<file path="src/hdl/udp_ff_pkg.sv">
// ============================================================================
// udp_ff_pkg: shared types and constants of the UDP frame filter
// Holds the configuration and result structs, verdict codes, register
// indexes and the default values used by the modules of the filter.
// ============================================================================
package udp_ff_pkg;

    // Frame size limit; bytes at or beyond it are ignored.
    localparam int MAX_FRAME_BYTES_DEF = 2048;

    // Configuration port widths.
    localparam int CFG_INDEX_W = 8;
    localparam int CFG_DATA_W  = 32;

    // Register indexes of the configuration port.
    localparam logic [CFG_INDEX_W-1:0] CFG_LOCAL_IP   = 8'd0;
    localparam logic [CFG_INDEX_W-1:0] CFG_PEER_IP    = 8'd1;
    localparam logic [CFG_INDEX_W-1:0] CFG_LOCAL_PORT = 8'd2;
    localparam logic [CFG_INDEX_W-1:0] CFG_PEER_PORT  = 8'd3;

    // Reset values of the configuration registers.
    localparam logic [31:0] LOCAL_IP_RST   = 32'd0;
    localparam logic [31:0] PEER_IP_RST    = 32'd0;
    localparam logic [15:0] LOCAL_PORT_RST = 16'd7777;
    localparam logic [15:0] PEER_PORT_RST  = 16'd9999;

    // Fixed header layout and values.
    localparam logic [7:0] ETYPE_HI      = 8'h08;
    localparam logic [7:0] ETYPE_LO      = 8'h00;
    localparam logic [7:0] PROTO_UDP     = 8'd17;
    localparam logic [3:0] MIN_IHL       = 4'd5;
    localparam logic [6:0] IP_HDR_START  = 7'd14;
    localparam logic [15:0] UDP_HDR_BYTES = 16'd8;

    // Bit positions of the per-check failure flags.
    localparam int FAIL_ETYPE    = 0;
    localparam int FAIL_PROTO    = 1;
    localparam int FAIL_DST_IP   = 2;
    localparam int FAIL_SRC_IP   = 3;
    localparam int FAIL_DST_PORT = 4;
    localparam int FAIL_SRC_PORT = 5;
    localparam int FAIL_W        = 6;

    // Frame verdict codes.
    typedef enum logic [3:0] {
        VERDICT_ACCEPT    = 4'd0,
        VERDICT_ETYPE     = 4'd1,
        VERDICT_PROTO     = 4'd2,
        VERDICT_DST_IP    = 4'd3,
        VERDICT_SRC_IP    = 4'd4,
        VERDICT_DST_PORT  = 4'd5,
        VERDICT_SRC_PORT  = 4'd6,
        VERDICT_SHORT     = 4'd7,
        VERDICT_UDP_LEN   = 4'd8,
        VERDICT_TRUNCATED = 4'd9
    } verdict_t;

    // Filter settings handed from the register block to the parser.
    typedef struct packed {
        logic [31:0] local_ip;
        logic [31:0] peer_ip;
        logic [15:0] local_port;
        logic [15:0] peer_port;
    } cfg_t;

    // One result item.
    typedef struct packed {
        logic       payload_valid;
        logic [7:0] payload_byte;
        logic       payload_last;
        logic       frame_end;
        verdict_t   verdict;
    } result_t;

endpackage

</file>
<file path="src/hdl/udp_ff_cfg.sv">
// ============================================================================
// udp_ff_cfg: configuration registers of the UDP frame filter
// Takes register writes by index and holds the address and port settings.
// ============================================================================
module udp_ff_cfg (
    input  logic                                aclk,
    input  logic                                aresetn,
    input  logic                                cfg_valid,
    output logic                                cfg_ready,
    input  logic [udp_ff_pkg::CFG_INDEX_W-1:0]  cfg_index,
    input  logic [udp_ff_pkg::CFG_DATA_W-1:0]   cfg_data,
    output udp_ff_pkg::cfg_t                    cfg
);

    udp_ff_pkg::cfg_t cfg_reg;
    udp_ff_pkg::cfg_t cfg_next;

    // Writes complete in the cycle they are offered.
    assign cfg_ready = 1'b1;

    // Select the register addressed by the transfer; unknown indexes are dropped.
    always_comb begin
        cfg_next = cfg_reg;
        if (cfg_valid) begin
            unique case (cfg_index)
                udp_ff_pkg::CFG_LOCAL_IP:   cfg_next.local_ip   = cfg_data;
                udp_ff_pkg::CFG_PEER_IP:    cfg_next.peer_ip    = cfg_data;
                udp_ff_pkg::CFG_LOCAL_PORT: cfg_next.local_port = cfg_data[15:0];
                udp_ff_pkg::CFG_PEER_PORT:  cfg_next.peer_port  = cfg_data[15:0];
                default:                    cfg_next = cfg_reg;
            endcase
        end
    end

    always_ff @(posedge aclk) begin
        if (!aresetn) begin
            cfg_reg.local_ip   <= udp_ff_pkg::LOCAL_IP_RST;
            cfg_reg.peer_ip    <= udp_ff_pkg::PEER_IP_RST;
            cfg_reg.local_port <= udp_ff_pkg::LOCAL_PORT_RST;
            cfg_reg.peer_port  <= udp_ff_pkg::PEER_PORT_RST;
        end else begin
            cfg_reg <= cfg_next;
        end
    end

    assign cfg = cfg_reg;

endmodule

</file>
<file path="src/hdl/udp_ff_in_reg.sv">
// ============================================================================
// udp_ff_in_reg: input register of the UDP frame filter
// Holds one accepted frame byte until the parser takes it.
// ============================================================================
module udp_ff_in_reg (
    input  logic       aclk,
    input  logic       aresetn,
    input  logic       s_tvalid,
    output logic       s_tready,
    input  logic [7:0] s_tdata,
    input  logic       s_tlast,
    input  logic       take,
    output logic       held_valid,
    output logic [7:0] held_byte,
    output logic       held_last
);

    logic       valid_reg;
    logic       valid_next;
    logic [7:0] byte_reg;
    logic       last_reg;

    // A new byte may enter when the register is empty or is being drained.
    assign s_tready = !valid_reg || take;

    always_comb begin
        valid_next = valid_reg;
        if (s_tvalid && s_tready) begin
            valid_next = 1'b1;
        end else if (take) begin
            valid_next = 1'b0;
        end
    end

    always_ff @(posedge aclk) begin
        if (!aresetn) begin
            valid_reg <= 1'b0;
        end else begin
            valid_reg <= valid_next;
        end
    end

    // Payload captures on every accepted transfer.
    always_ff @(posedge aclk) begin
        if (s_tvalid && s_tready) begin
            byte_reg <= s_tdata;
            last_reg <= s_tlast;
        end
    end

    assign held_valid = valid_reg;
    assign held_byte  = byte_reg;
    assign held_last  = last_reg;

endmodule

</file>
<file path="src/hdl/udp_ff_parse.sv">
// ============================================================================
// udp_ff_parse: header parser of the UDP frame filter
// Tracks the byte offset in the frame, checks the header fields against the
// settings, counts payload bytes and forms the result for each byte.
// ============================================================================
module udp_ff_parse #(
    parameter int MAX_FRAME_BYTES = udp_ff_pkg::MAX_FRAME_BYTES_DEF
) (
    input  logic                    aclk,
    input  logic                    aresetn,
    input  udp_ff_pkg::cfg_t        cfg,
    input  logic                    step,
    input  logic [7:0]              in_byte,
    input  logic                    in_last,
    output logic                    res_produce,
    output udp_ff_pkg::result_t     res
);

    localparam int OFF_W = $clog2(MAX_FRAME_BYTES + 1);
    localparam logic [OFF_W-1:0] OFF_MAX = OFF_W'(MAX_FRAME_BYTES);

    // Per-frame state.
    logic [OFF_W-1:0]              off_reg, off_next;
    logic [3:0]                    hdr_reg, hdr_next;
    logic [udp_ff_pkg::FAIL_W-1:0] fail_reg, fail_next;
    logic [15:0]                   len_reg, len_next;
    logic [15:0]                   cnt_reg, cnt_next;
    logic                          ok_reg, ok_next;

    logic [3:0]       hw_cur, hw_new;
    logic [6:0]       udp_cur, udp_new;
    logic [OFF_W-1:0] u;
    logic [OFF_W-1:0] u_new;
    logic             in_range;
    logic             pv;
    logic             pl;
    logic [15:0]      pay_len;
    logic [15:0]      pay_len_new;
    logic [15:0]      cnt_inc;
    udp_ff_pkg::verdict_t verdict;

    // UDP header start from the IHL nibble, small values taken as the minimum.
    assign hw_cur  = (hdr_reg < udp_ff_pkg::MIN_IHL) ? udp_ff_pkg::MIN_IHL : hdr_reg;
    assign udp_cur = udp_ff_pkg::IP_HDR_START + {1'b0, hw_cur, 2'b00};
    assign u       = OFF_W'(udp_cur);
    assign hw_new  = (hdr_next < udp_ff_pkg::MIN_IHL) ? udp_ff_pkg::MIN_IHL : hdr_next;
    assign udp_new = udp_ff_pkg::IP_HDR_START + {1'b0, hw_new, 2'b00};
    assign u_new   = OFF_W'(udp_new);

    assign in_range = off_reg < OFF_MAX;
    assign pay_len  = len_reg - udp_ff_pkg::UDP_HDR_BYTES;
    assign cnt_inc  = cnt_reg + 16'd1;

    // Field checks, length capture and payload selection for the current byte.
    always_comb begin
        off_next  = off_reg;
        hdr_next  = hdr_reg;
        fail_next = fail_reg;
        len_next  = len_reg;
        cnt_next  = cnt_reg;
        ok_next   = ok_reg;
        pv        = 1'b0;
        pl        = 1'b0;
        if (in_range) begin
            // EtherType must be IPv4.
            if ((off_reg == OFF_W'(12) && in_byte != udp_ff_pkg::ETYPE_HI) ||
                (off_reg == OFF_W'(13) && in_byte != udp_ff_pkg::ETYPE_LO)) begin
                fail_next[udp_ff_pkg::FAIL_ETYPE] = 1'b1;
            end
            if (off_reg == OFF_W'(14)) begin
                hdr_next = in_byte[3:0];
            end
            if (off_reg == OFF_W'(23) && in_byte != udp_ff_pkg::PROTO_UDP) begin
                fail_next[udp_ff_pkg::FAIL_PROTO] = 1'b1;
            end
            // Source address, most significant byte first.
            if ((off_reg == OFF_W'(26) && in_byte != cfg.peer_ip[31:24]) ||
                (off_reg == OFF_W'(27) && in_byte != cfg.peer_ip[23:16]) ||
                (off_reg == OFF_W'(28) && in_byte != cfg.peer_ip[15:8])  ||
                (off_reg == OFF_W'(29) && in_byte != cfg.peer_ip[7:0])) begin
                fail_next[udp_ff_pkg::FAIL_SRC_IP] = 1'b1;
            end
            // Destination address.
            if ((off_reg == OFF_W'(30) && in_byte != cfg.local_ip[31:24]) ||
                (off_reg == OFF_W'(31) && in_byte != cfg.local_ip[23:16]) ||
                (off_reg == OFF_W'(32) && in_byte != cfg.local_ip[15:8])  ||
                (off_reg == OFF_W'(33) && in_byte != cfg.local_ip[7:0])) begin
                fail_next[udp_ff_pkg::FAIL_DST_IP] = 1'b1;
            end
            // UDP source and destination ports.
            if ((off_reg == u && in_byte != cfg.peer_port[15:8]) ||
                (off_reg == u + OFF_W'(1) && in_byte != cfg.peer_port[7:0])) begin
                fail_next[udp_ff_pkg::FAIL_SRC_PORT] = 1'b1;
            end
            if ((off_reg == u + OFF_W'(2) && in_byte != cfg.local_port[15:8]) ||
                (off_reg == u + OFF_W'(3) && in_byte != cfg.local_port[7:0])) begin
                fail_next[udp_ff_pkg::FAIL_DST_PORT] = 1'b1;
            end
            // UDP length; the frame is good once it is complete and all checks pass.
            if (off_reg == u + OFF_W'(4)) begin
                len_next = {in_byte, 8'h00};
            end
            if (off_reg == u + OFF_W'(5)) begin
                len_next = {len_reg[15:8], in_byte};
                ok_next  = (fail_next == '0) && (len_next >= udp_ff_pkg::UDP_HDR_BYTES);
            end
            // Payload passes until the UDP length is used up.
            if (off_reg >= u + OFF_W'(8) && ok_reg && cnt_reg < pay_len) begin
                pv       = 1'b1;
                cnt_next = cnt_inc;
                pl       = (cnt_inc == pay_len);
            end
            off_next = off_reg + OFF_W'(1);
        end
    end

    assign pay_len_new = len_next - udp_ff_pkg::UDP_HDR_BYTES;

    // Verdict from the state after this byte; the first failed check in the order below wins.
    always_comb begin
        priority if (fail_next[udp_ff_pkg::FAIL_ETYPE]) begin
            verdict = udp_ff_pkg::VERDICT_ETYPE;
        end else if (fail_next[udp_ff_pkg::FAIL_PROTO]) begin
            verdict = udp_ff_pkg::VERDICT_PROTO;
        end else if (fail_next[udp_ff_pkg::FAIL_DST_IP]) begin
            verdict = udp_ff_pkg::VERDICT_DST_IP;
        end else if (fail_next[udp_ff_pkg::FAIL_SRC_IP]) begin
            verdict = udp_ff_pkg::VERDICT_SRC_IP;
        end else if (fail_next[udp_ff_pkg::FAIL_DST_PORT]) begin
            verdict = udp_ff_pkg::VERDICT_DST_PORT;
        end else if (fail_next[udp_ff_pkg::FAIL_SRC_PORT]) begin
            verdict = udp_ff_pkg::VERDICT_SRC_PORT;
        end else if (off_next < u_new + OFF_W'(8)) begin
            verdict = udp_ff_pkg::VERDICT_SHORT;
        end else if (len_next < udp_ff_pkg::UDP_HDR_BYTES) begin
            verdict = udp_ff_pkg::VERDICT_UDP_LEN;
        end else if (cnt_next < pay_len_new) begin
            verdict = udp_ff_pkg::VERDICT_TRUNCATED;
        end else begin
            verdict = udp_ff_pkg::VERDICT_ACCEPT;
        end
    end

    // Result fields, zero where they carry nothing.
    assign res_produce       = pv || in_last;
    assign res.payload_valid = pv;
    assign res.payload_byte  = pv ? in_byte : 8'h00;
    assign res.payload_last  = pl;
    assign res.frame_end     = in_last;
    assign res.verdict       = in_last ? verdict : udp_ff_pkg::VERDICT_ACCEPT;

    // State advances on each byte and clears after the frame's final byte.
    always_ff @(posedge aclk) begin
        if (!aresetn) begin
            off_reg  <= '0;
            hdr_reg  <= '0;
            fail_reg <= '0;
            len_reg  <= '0;
            cnt_reg  <= '0;
            ok_reg   <= 1'b0;
        end else if (step) begin
            if (in_last) begin
                off_reg  <= '0;
                hdr_reg  <= '0;
                fail_reg <= '0;
                len_reg  <= '0;
                cnt_reg  <= '0;
                ok_reg   <= 1'b0;
            end else begin
                off_reg  <= off_next;
                hdr_reg  <= hdr_next;
                fail_reg <= fail_next;
                len_reg  <= len_next;
                cnt_reg  <= cnt_next;
                ok_reg   <= ok_next;
            end
        end
    end

endmodule

</file>
<file path="src/hdl/udp_ff_out_reg.sv">
// ============================================================================
// udp_ff_out_reg: result register of the UDP frame filter
// Holds one result item until the downstream side takes it.
// ============================================================================
module udp_ff_out_reg (
    input  logic                 aclk,
    input  logic                 aresetn,
    input  logic                 load,
    input  udp_ff_pkg::result_t  res,
    output logic                 space,
    output logic                 m_tvalid,
    input  logic                 m_tready,
    output logic [7:0]           m_tdata,
    output logic                 m_tlast,
    output logic [5:0]           m_tuser
);

    logic                valid_reg;
    logic                valid_next;
    udp_ff_pkg::result_t res_reg;

    // The register can take a new result when empty or being emptied.
    assign space = !valid_reg || m_tready;

    always_comb begin
        valid_next = valid_reg;
        if (load) begin
            valid_next = 1'b1;
        end else if (m_tready) begin
            valid_next = 1'b0;
        end
    end

    always_ff @(posedge aclk) begin
        if (!aresetn) begin
            valid_reg <= 1'b0;
        end else begin
            valid_reg <= valid_next;
        end
    end

    always_ff @(posedge aclk) begin
        if (load) begin
            res_reg <= res;
        end
    end

    assign m_tvalid = valid_reg;
    assign m_tdata  = res_reg.payload_byte;
    assign m_tlast  = res_reg.payload_last;
    assign m_tuser  = {res_reg.verdict, res_reg.frame_end, res_reg.payload_valid};

endmodule

</file>
<file path="src/hdl/udp_frame_filter_core.sv">
// ============================================================================
// udp_frame_filter_core: Ethernet / IPv4 / UDP header filter
// Checks each frame's EtherType, protocol, addresses and ports against the
// settings and passes the UDP payload of matching frames, with a verdict on
// every frame's final byte.
// ============================================================================
//
//  Channel   Direction  Contents
//  s_        in         frame bytes, tlast on the final byte of the frame
//  m_        out        payload bytes and frame verdicts
//  cfg_      in         register writes: 0 local_ip, 1 peer_ip,
//                       2 local_port, 3 peer_port
//
//  One frame byte can be taken every cycle. The byte waits in the input
//  register until the result register has room, and its result, if any, is
//  then loaded into the result register, which drives m_tvalid.
//  A byte that yields no result takes no output slot, but it still waits
//  while the result register is full and m_tready is low.
//  In that case the parse stage holds and s_tready drops once the input
//  register is also occupied.
//  aresetn is synchronous and active low; it clears the frame state and
//  loads the register defaults. Configuration writes complete at once.
//
module udp_frame_filter_core #(
    parameter int MAX_FRAME_BYTES = udp_ff_pkg::MAX_FRAME_BYTES_DEF
) (
    input  logic                                aclk,
    input  logic                                aresetn,
    // Input stream
    input  logic                                s_tvalid,
    output logic                                s_tready,
    input  logic [7:0]                          s_tdata,   // [7:0] frame_byte
    input  logic                                s_tlast,   // frame_last
    // Result stream
    output logic                                m_tvalid,
    input  logic                                m_tready,
    output logic [7:0]                          m_tdata,   // [7:0] payload_byte
    output logic                                m_tlast,   // payload_last
    output logic [5:0]                          m_tuser,   // [0] payload_valid,
                                                           // [1] frame_end,
                                                           // [5:2] verdict
    // Configuration writes
    input  logic                                cfg_valid,
    output logic                                cfg_ready,
    input  logic [udp_ff_pkg::CFG_INDEX_W-1:0]  cfg_index,
    input  logic [udp_ff_pkg::CFG_DATA_W-1:0]   cfg_data
);

    udp_ff_pkg::cfg_t    cfg;
    udp_ff_pkg::result_t res;
    logic                held_valid;
    logic [7:0]          held_byte;
    logic                held_last;
    logic                space;
    logic                step;
    logic                res_produce;

    // A held byte is processed whenever the result register has room.
    assign step = held_valid && space;

    udp_ff_cfg u_cfg (
        .aclk      (aclk),
        .aresetn   (aresetn),
        .cfg_valid (cfg_valid),
        .cfg_ready (cfg_ready),
        .cfg_index (cfg_index),
        .cfg_data  (cfg_data),
        .cfg       (cfg)
    );

    udp_ff_in_reg u_in_reg (
        .aclk       (aclk),
        .aresetn    (aresetn),
        .s_tvalid   (s_tvalid),
        .s_tready   (s_tready),
        .s_tdata    (s_tdata),
        .s_tlast    (s_tlast),
        .take       (step),
        .held_valid (held_valid),
        .held_byte  (held_byte),
        .held_last  (held_last)
    );

    udp_ff_parse #(
        .MAX_FRAME_BYTES (MAX_FRAME_BYTES)
    ) u_parse (
        .aclk        (aclk),
        .aresetn     (aresetn),
        .cfg         (cfg),
        .step        (step),
        .in_byte     (held_byte),
        .in_last     (held_last),
        .res_produce (res_produce),
        .res         (res)
    );

    udp_ff_out_reg u_out_reg (
        .aclk     (aclk),
        .aresetn  (aresetn),
        .load     (step && res_produce),
        .res      (res),
        .space    (space),
        .m_tvalid (m_tvalid),
        .m_tready (m_tready),
        .m_tdata  (m_tdata),
        .m_tlast  (m_tlast),
        .m_tuser  (m_tuser)
    );

endmodule

</file>
<file path="config.mk">
export PLATFORM = sky130hd
export DESIGN_NAME = udp_frame_filter_core
export DESIGN_NICKNAME = d
export VERILOG_FILES = /design/src/hdl/udp_ff_pkg.sv /design/src/hdl/udp_ff_cfg.sv /design/src/hdl/udp_ff_in_reg.sv /design/src/hdl/udp_ff_parse.sv /design/src/hdl/udp_ff_out_reg.sv /design/src/hdl/udp_frame_filter_core.sv
export SDC_FILE = /design/constraint.sdc
export NUM_CORES = 1
export LEC_CHECK = 0
export BUFFER_PORTS_ARGS = -buffer_cell sky130_fd_sc_hd__buf_2
export CORE_MARGIN = 2
export CORE_UTILIZATION = 47
export DETAILED_ROUTE_END_ITERATION = 12
export GPL_ROUTABILITY_DRIVEN = 0
export HOLD_SLACK_MARGIN = 0.05
export PLACE_DENSITY = 0.67
export SLEW_MARGIN = 20
export SYNTH_ARGS = -nofsm -noshare
export SYNTH_HDL_FRONTEND = slang
export SYNTH_SLANG_ARGS = --single-unit
</file>
<file path="constraint.sdc">
create_clock -name aclk -period 5.7 [get_ports aclk]
set_input_delay 0.285 -clock aclk [delete_from_list [all_inputs] [get_ports aclk]]
set_output_delay 0.285 -clock aclk [all_outputs]
set_load 0.05 [all_outputs]
</file>
==> results of run 1 <==
[worst register-to-register path, delay by kind of cell (launching register included)]
family | cells | cell delay, ns
xor+xnor | 2 | 0.30
compound gates | 11 | 2.27
simple gates | 6 | 1.07
buf+inv | 4 | 0.37
flops | 1 | 0.33
mux | 1 | 0.17
fa+ha+maj | 4 | 0.76
[logic make-up after synthesis]
family / Yosys count / synth area share [%]
AO/OA/AOI/OAI: 246 / 16.2
XOR/XNOR: 174 / 13.9
adder cells (fa/ha/maj): 54 / 6.17
buffers and inverters: 119 / 4.31
flip-flops: 177 / 34.6
multiplexers: 18 / 1.68
other: 1 / 0.0343
AND/OR/NAND/NOR: 516 / 23.1
[final cells by class]
| class | count | area, um^2 | share of cell area (%) |
|---|---|---|---|
| inverters | 23 | 88.8 | 0.720 |
| flip-flops and latches | 177 | 3780 | 30.7 |
| clock inverters | 15 | 193 | 1.56 |
| well taps | 313 | 392 | 3.17 |
| clock buffers | 17 | 425 | 3.45 |
| multi-input cells | 1009 | 6760 | 54.7 |
| repair buffers | 114 | 703 | 5.70 |
[cell usage after synthesis (9+ instances only)]
cell type,number
dfxtp_1,153
nand4_1,37
and3_1,9
ha_1,54
inv_1,23
xnor2_1,156
xor2_1,18
clkbuf_1,86
a21boi_0,88
a22oi_1,33
o21ai_0,45
mux2i_1,15
nor2b_1,40
nand2b_1,10
and2_1,24
nor2_1,41
nand2_1,247
nand3_1,43
edfxtp_1,24
a21oi_1,24
nor3_1,22
[per-stage QoR]
step	cell area [um^2]	worst slack, ns	TNS (ns)	cells
finish	12300	0.265	0	1668
global route	12300	-0.0138	-0.0138	1668
CTS	12300	0.0485	0	1665
detailed placement	11600	0.0870	0	1625
global placement	11600	0.214	0	1625
floorplan	10900	0.0159	0	1305
[worst paths after layout]
check                                to  cells past startpoint
setup reg to reg   u_out_reg.m_tuser[5]                     28
hold reg to reg           u_cfg.cfg[12]                      2
hold / removal    u_in_reg.held_byte[4]                      1
setup / recovery   u_out_reg.m_tuser[5]                     28
[metal layers]
layer / vias to the layer above / wire length (um) / GRT usage (%)
met5: - / 0 / 0
li1: 4561 / - / -
met1: 4340 / 13500 / 33.5
met4: 0 / 787 / 8.30
met2: 278 / 13500 / 40.4
met3: 54 / 1640 / 3.99
[where the power goes]
part           internal, W  total, W  switching [W]  leakage (nW)
combinational    0.0000699  0.000187       0.000117          2.75
sequential         0.00127   0.00128     0.00000643          1.48
clock             0.000636   0.00122       0.000585         0.300
total              0.00197   0.00268       0.000709          4.53
[what timing repair did]
action,in CTS,in global routing
buffers inserted,0,3
hold buffers,8,0
gates resized for setup,0,16
endpoints found under the setup margin,0,2
hold endpoints to repair,8,0
==> results.md, run 1 <==
| Item | This run | Unit |
|---|---|---|
| Status | completed | - |
| Max FO, Critical Path | 5 | - |
| Number of buffers on the longest clock path | 2 | - |
| Via count of the first global-routing pass | 8,984 | - |
| Number of enable-type register cells in the synthesized netlist | 24 | - |
| Max-cap viol count | 0 | - |
| Worst hold path class | in2reg | - |
| GRT Residual Overflow | 0 | - |
| Ant. Diodes | 0 | - |
| Root buffer selected by CTS | clkbuf_16 | - |
| Source of the critical timing path | u_parse.hdr_reg[2] | - |
| Yosys cell types | 71 | - |
| Max-slew headroom | 41.7 | % |
| Largest net degree at the start of global routing | 91 | - |
| Routed wire length | 29,500 | um |
| Net count reported at finish | 1,450 | - |
| Post-synth top area share | 28.0 | % |
| Share of the yosys chip area belonging to registers | 34.6 | % |
| Router iterations before antenna repair | 5 | - |
| DP HPWL | 20,100 | um |
| F_max | 184 | MHz |
| Initial standard-cell utilization of the core | 48.0 | % |
| Largest register FFs | 96 | - |
| Detailed-route DRC error count | 0 | - |
| Transition at the pin with the smallest max-transition slack | 0.874 | ns |
| Worst clock skew | 0.0136 | ns |
| Synthesized net count | 1,413 | - |
| Crit-path max cell delay | 0.48 | ns |
| Most area-hungry cell type in the Yosys netlist | dfxtp_1 | - |
| Via-to-Cell Ratio | 5.54 | - |
| Final hold viol count | 0 | - |
| IR Drop Worst-Case VDD | 210 | uV |
| GRT Util Overall | 24.8 | % |
| Final critical delay including setup and external delays | 5.43 | ns |
| Number of placed I/O pins | 72 | - |
| CTS Buf Count | 17 | - |
| Data arrival time of the critical path | 5.68 | ns |
| Synth-to-layout area growth | 12.8 | % |
| Static leakage power | 4.53 | nW |
| Core area | 0.0228 | mm^2 |
| Period utilisation layout | 95.3 | % |
| Dominant synthesized flop cell | dfxtp_1 | - |
| Number of fillers in the final layout | 2,094 | - |
| Category of the critical setup timing path | reg2reg | - |
| Most used cells in the layout excluding fill and tap cells | 245 x nand2_1, 155 x xnor2_1, 153 x dfxtp_1 | - |
| Die Wd | 157 | um |
| Vert. Die Dim | 157 | um |
| Floorplan die area | 0.0245 | mm^2 |
| Critical Path Start Type | register | - |
| Biggest area contributors in the synthesized netlist | dfxtp_1 28%, xnor2_1 12%, nand2_1 8.5%, edfxtp_1 6.6%, ha_1 6.2% | - |
| Hold_ws | 0.0732 | ns |
| Post-detailed-route wirelength per cell | 17.7 | um |
| Number of standard cells after synthesis | 1,305 | - |
| Clock slew at reported path FFs | 0.08 | ns |
| Buffer and inverter count on the worst path | 4 | - |
| Initial antenna violation count | 0 | - |
| Hold wc startpoint | s_tdata[4] | - |
| Port Buffer Count | 70 | - |
| Mean cell area of the mapped netlist | 8.38 | um^2 |
| Final setup violation count | 0 | - |
| Leading cell type in the layout, fill and taps excluded | nand2_1 | - |
| Endpoint class of the critical path | register | - |
| Syn. warnings | 0 | - |
| Post-synth design cell area | 0.0109 | mm^2 |
| Setup slack, reg-to-reg | 0.27 | ns |
| CTS tree | built | - |
| Cell at the slowest stage of the critical path | a2111oi_4 | - |
| Layout cell share with drive strength beyond 1 | 12.8 | % |
| Row cnt | 55 | - |
| Initial detailed-routing violation count | 873 | - |
| WP data required | 5.95 | ns |
| CTS H-tree depth | 4 | - |
| Source-to-sink clock delay at the later pin of the worst-skew pair | 0.44 | ns |
| Cell Pwr Density | 217 | mW/mm^2 |
| First-pass GRT wire length | 47,500 | um |
| Synthesized flop and latch total | 177 | - |
| Clock sinks | 177 | - |
| Synth async-reset ratio | 0 | % |
| Number of nets with antenna violations after detailed routing | 0 | - |
| FF-to-FF Start | u_parse.hdr_reg[2] | - |
| Power consumption | 0.00268 | W |
| Post-route core utilization | 54.2 | % |
| Max Slew Vio Count | 0 | - |
| Total vias in the final route | 9,233 | - |
| Cell family with the largest share of critical-path delay | compound AO/OA/AOI/OAI gates | - |
(Power assumes the default switching activity.)
==> run 2, diff against run 1 <==
PLACE_DENSITY = default   (was 0.67)
clock period = 6.9 ns   (was 5.7 ns; I/O delays follow)
==> run 2 against run 1 <==
Against the previous run:
- sequential share of layout area grew 0.72 points
- clock power is 19% lower
- combinational power down 20%
- cell count decreased by 1.3%
- register-to-register slack gained 0.24 ns
- largest cell class unchanged
- largest power group unchanged
==> results.md, run 2 (synthesis results as in run 1) <==
| Item | This run | Unit | Delta |
|---|---|---|---|
| Status | completed | - | unchanged |
| Clock share of power | 45.0 | % | was 45.5% |
| Power consumption | 0.00219 | W | was 0.00268 W |
| Depth of the most critical reg-to-reg path | 27 | - | was 28 |
| Total vias in the final route | 9,035 | - | was 9,233 |
| Net count reported at finish | 1,427 | - | was 1,450 |
| Worst setup timing slack at the placement stage | 0.559 | ns | was 0.0870 ns |
| Transition at the pin with the smallest max-transition slack | 1.13 | ns | was 0.874 ns |
| Clock slew at reported path FFs | 0.08 | ns | about the same |
| Global routing usage on met1 | 33.4 | % | was 33.5% |
| Final hold viol count | 0 | - | unchanged |
| Number of placed I/O pins | 72 | - | unchanged |
| Via-to-Cell Ratio | 5.49 | - | was 5.54 |
| Category of the critical setup timing path | reg2reg | - | unchanged |
| Most crowded layer after global routing | met2 | - | unchanged |
| Routed wire length | 29,100 | um | was 29,500 um |
| Row cnt | 55 | - | unchanged |
| Endpoint class of the critical path | register | - | unchanged |
| Data arrival time of the critical path | 6.64 | ns | was 5.68 ns |
| Source-to-sink clock delay at the later pin of the worst-skew pair | 0.44 | ns | about the same |
| Hold Crit Depth | 1 | - | unchanged |
| Initial antenna violation count | 1 | - | was 0 |
| Post-route core utilization | 53.0 | % | was 54.2% |
| Worst hold path class | in2reg | - | unchanged |
| Post-CTS setup buffer count | 0 | - | unchanged |
| DP HPWL | 19,800 | um | was 20,100 um |
| GRT Util Overall | 24.4 | % | was 24.8% |
| Vert. Die Dim | 157 | um | unchanged |
| Router iterations before antenna repair | 5 | - | unchanged |
| Number of buffers on the longest clock path | 2 | - | unchanged |
| Crit path setup slack, layout | 0.504 | ns | was 0.265 ns |
| Max Slew Vio Count | 0 | - | unchanged |
| Met2 Track Usage GR | 40.3 | % | was 40.4% |
| Worst clock skew | 0.0116 | ns | was 0.0136 ns |
| Port Buffer Count | 70 | - | unchanged |
| Cell Pwr Density | 181 | mW/mm^2 | was 217 mW/mm^2 |
| GRT Residual Overflow | 0 | - | unchanged |
| Layout cell share with drive strength beyond 1 | 11.1 | % | was 12.8% |
| Root buffer selected by CTS | clkbuf_16 | - | unchanged |
| Part of the total power dissipated in combinational logic | 6.8 | % | was 7.0% |
| Internal power | 0.00159 | W | was 0.00197 W |
| Static leakage power | 4.41 | nW | was 4.53 nW |
| Max-slew headroom | 24.2 | % | was 41.7% |
| Count of hold buffers inserted by post-cts repair | 0 | - | was 8 |
| Core area | 0.0228 | mm^2 | unchanged |
| Clock sinks | 177 | - | unchanged |
| Number of fillers in the final layout | 2,215 | - | was 2,094 |
| Critical Path Start Type | register | - | unchanged |
| Unrepaired setup endpoints after global routing | false | - |  |
| Floorplan die area | 0.0245 | mm^2 | unchanged |
| Final setup violation count | 0 | - | unchanged |
| M3 GR Usage | 3.85 | % | was 3.99% |
| Initial standard-cell utilization of the core | 48.0 | % | unchanged |
| Combined flip-flop and latch cell area | 0.00378 | mm^2 | about the same |
| Detailed-route DRC error count | 0 | - | unchanged |
| Largest net degree at the start of global routing | 98 | - | was 91 |
| Multi-input gate area in the final layout | 0.00669 | mm^2 | was 0.00676 mm^2 |
| Max FO, Critical Path | 11 | - | was 5 |
| IR Drop Worst-Case VDD | 153 | uV | was 210 uV |
| CTS Buf Count | 17 | - | unchanged |
| Sw frac | 27.1 | % | was 26.4% |
| Final critical delay including setup and external delays | 6.40 | ns | was 5.43 ns |
| Period utilisation layout | 92.7 | % | was 95.3% |
| Max-cap viol count | 0 | - | unchanged |
| Leading cell type in the layout, fill and taps excluded | nand2_1 | - | unchanged |
| Largest register FFs | 96 | - | unchanged |
| Most used cells in the layout excluding fill and tap cells | 247 x nand2_1, 156 x xnor2_1, 152 x dfxtp_1 | - | was 245 x nand2_1, 155 x xnor2_1, 153 x dfxtp_1 |
| Post-detailed-route wirelength per cell | 17.7 | um | about the same |
| Post-Route Setup TNS | 0 | ns | unchanged |
| Number of nets with antenna violations after detailed routing | 0 | - | unchanged |
| F_max | 156 | MHz | was 184 MHz |
| Die Wd | 157 | um | unchanged |
| Initial detailed-routing violation count | 599 | - | was 873 |
| Synth-to-layout area growth | 10.3 | % | was 12.8% |
| WP data required | 7.15 | ns | was 5.95 ns |
| CTS H-tree depth | 4 | - | unchanged |
| Hold_ws | 0.0720 | ns | was 0.0732 ns |
| Power spent charging and discharging nets | 0.000594 | W | was 0.000709 W |
| Sequential group share of total power | 48.2 | % | was 47.5% |
| Via count of the first global-routing pass | 8,579 | - | was 8,984 |
| First-pass GRT wire length | 46,800 | um | was 47,500 um |
| CTS tree | built | - | unchanged |
[run 2: cell types whose count changed in the layout (fill, tap and decap cells not counted), moves of 2 or more]
cell,previous run,this run
buf_4,37,22
nand2_1,245,247
nand2_2,3,1
ha_4,2,0
dlygate4sd3_1,8,0
ha_1,51,54
inv_1,21,23
[run 2: worst paths after layout]
kind                                 to          startpoint  slack, ns
setup / recovery   u_out_reg.m_tuser[5]  u_parse.hdr_reg[2]       0.50
hold / removal    u_in_reg.held_byte[2]          s_tdata[2]       0.07
setup reg to reg   u_out_reg.m_tuser[5]  u_parse.hdr_reg[2]       0.50
hold reg to reg           u_cfg.cfg[92]       u_cfg.cfg[92]       0.48
[run 2: timing repair]
action / CTS / global route
endpoints found under the hold margin: 0 / 0
setup endpoints to repair: 0 / 1
gates resized for setup: 0 / 1
[run 2: cell type report]
class | count | area share, %
sequential | 177 | 31.4
antenna | 1 | 0.0207
clock buffer | 18 | 3.56
timing repair buffer | 91 | 4.23
multi-input combinational | 1009 | 55.5
clock inverter | 14 | 1.39
inverter | 23 | 0.716
tap | 313 | 3.25
[run 2: power groups by stage]
stage | clock [W] | combinational (W) | sequential (W)
after floorplan | 0 | 0.0000862 | 0.00108
after global placement | 0 | 0.000149 | 0.00108
after detailed placement | 0 | 0.000150 | 0.00108
after CTS | 0.00100 | 0.000150 | 0.00105
after global routing | 0.00104 | 0.000161 | 0.00105
final | 0.000985 | 0.000150 | 0.00105
[run 2: critical path: stages (launching register included)]
cell and delay, ns:
dfxtp_1 0.55, a21oi_1 0.11, or2_2 0.30, inv_1 0.07
ha_1 0.33, xnor2_1 0.19, ha_1 0.22, nor4b_4 0.26
nand4_1 0.18, a2111oi_4 0.47, o211ai_2 0.27, a22o_1 0.29
inv_1 0.06, ha_1 0.18, inv_1 0.05, a221o_1 0.31
nor4_4 0.42, xor2_1 0.24, ha_1 0.28, a21oi_1 0.15
nor2b_1 0.06, o21ai_0 0.15, a21oi_1 0.09, o21a_1 0.17
o21ai_0 0.14, o311a_1 0.24, nand2_1 0.08, a2111oi_2 0.36
[run 2: metal layers]
layer / wire length [um] / vias to the layer above
met5: 0 / -
met4: 393 / 0
met3: 1460 / 31
met2: 13500 / 217
met1: 13700 / 4258
li1: - / 4529
[run 2: stage by stage]
| step | cell area, um^2 | std cells |
|---|---|---|
| 2_1_floorplan | 10900 | 1305 |
| 3_3_place_gp | 11500 | 1613 |
| 3_5_place_dp | 11500 | 1613 |
| 4_1_cts | 12100 | 1645 |
| 5_1_grt | 12100 | 1645 |
| 6_report | 12100 | 1646 |
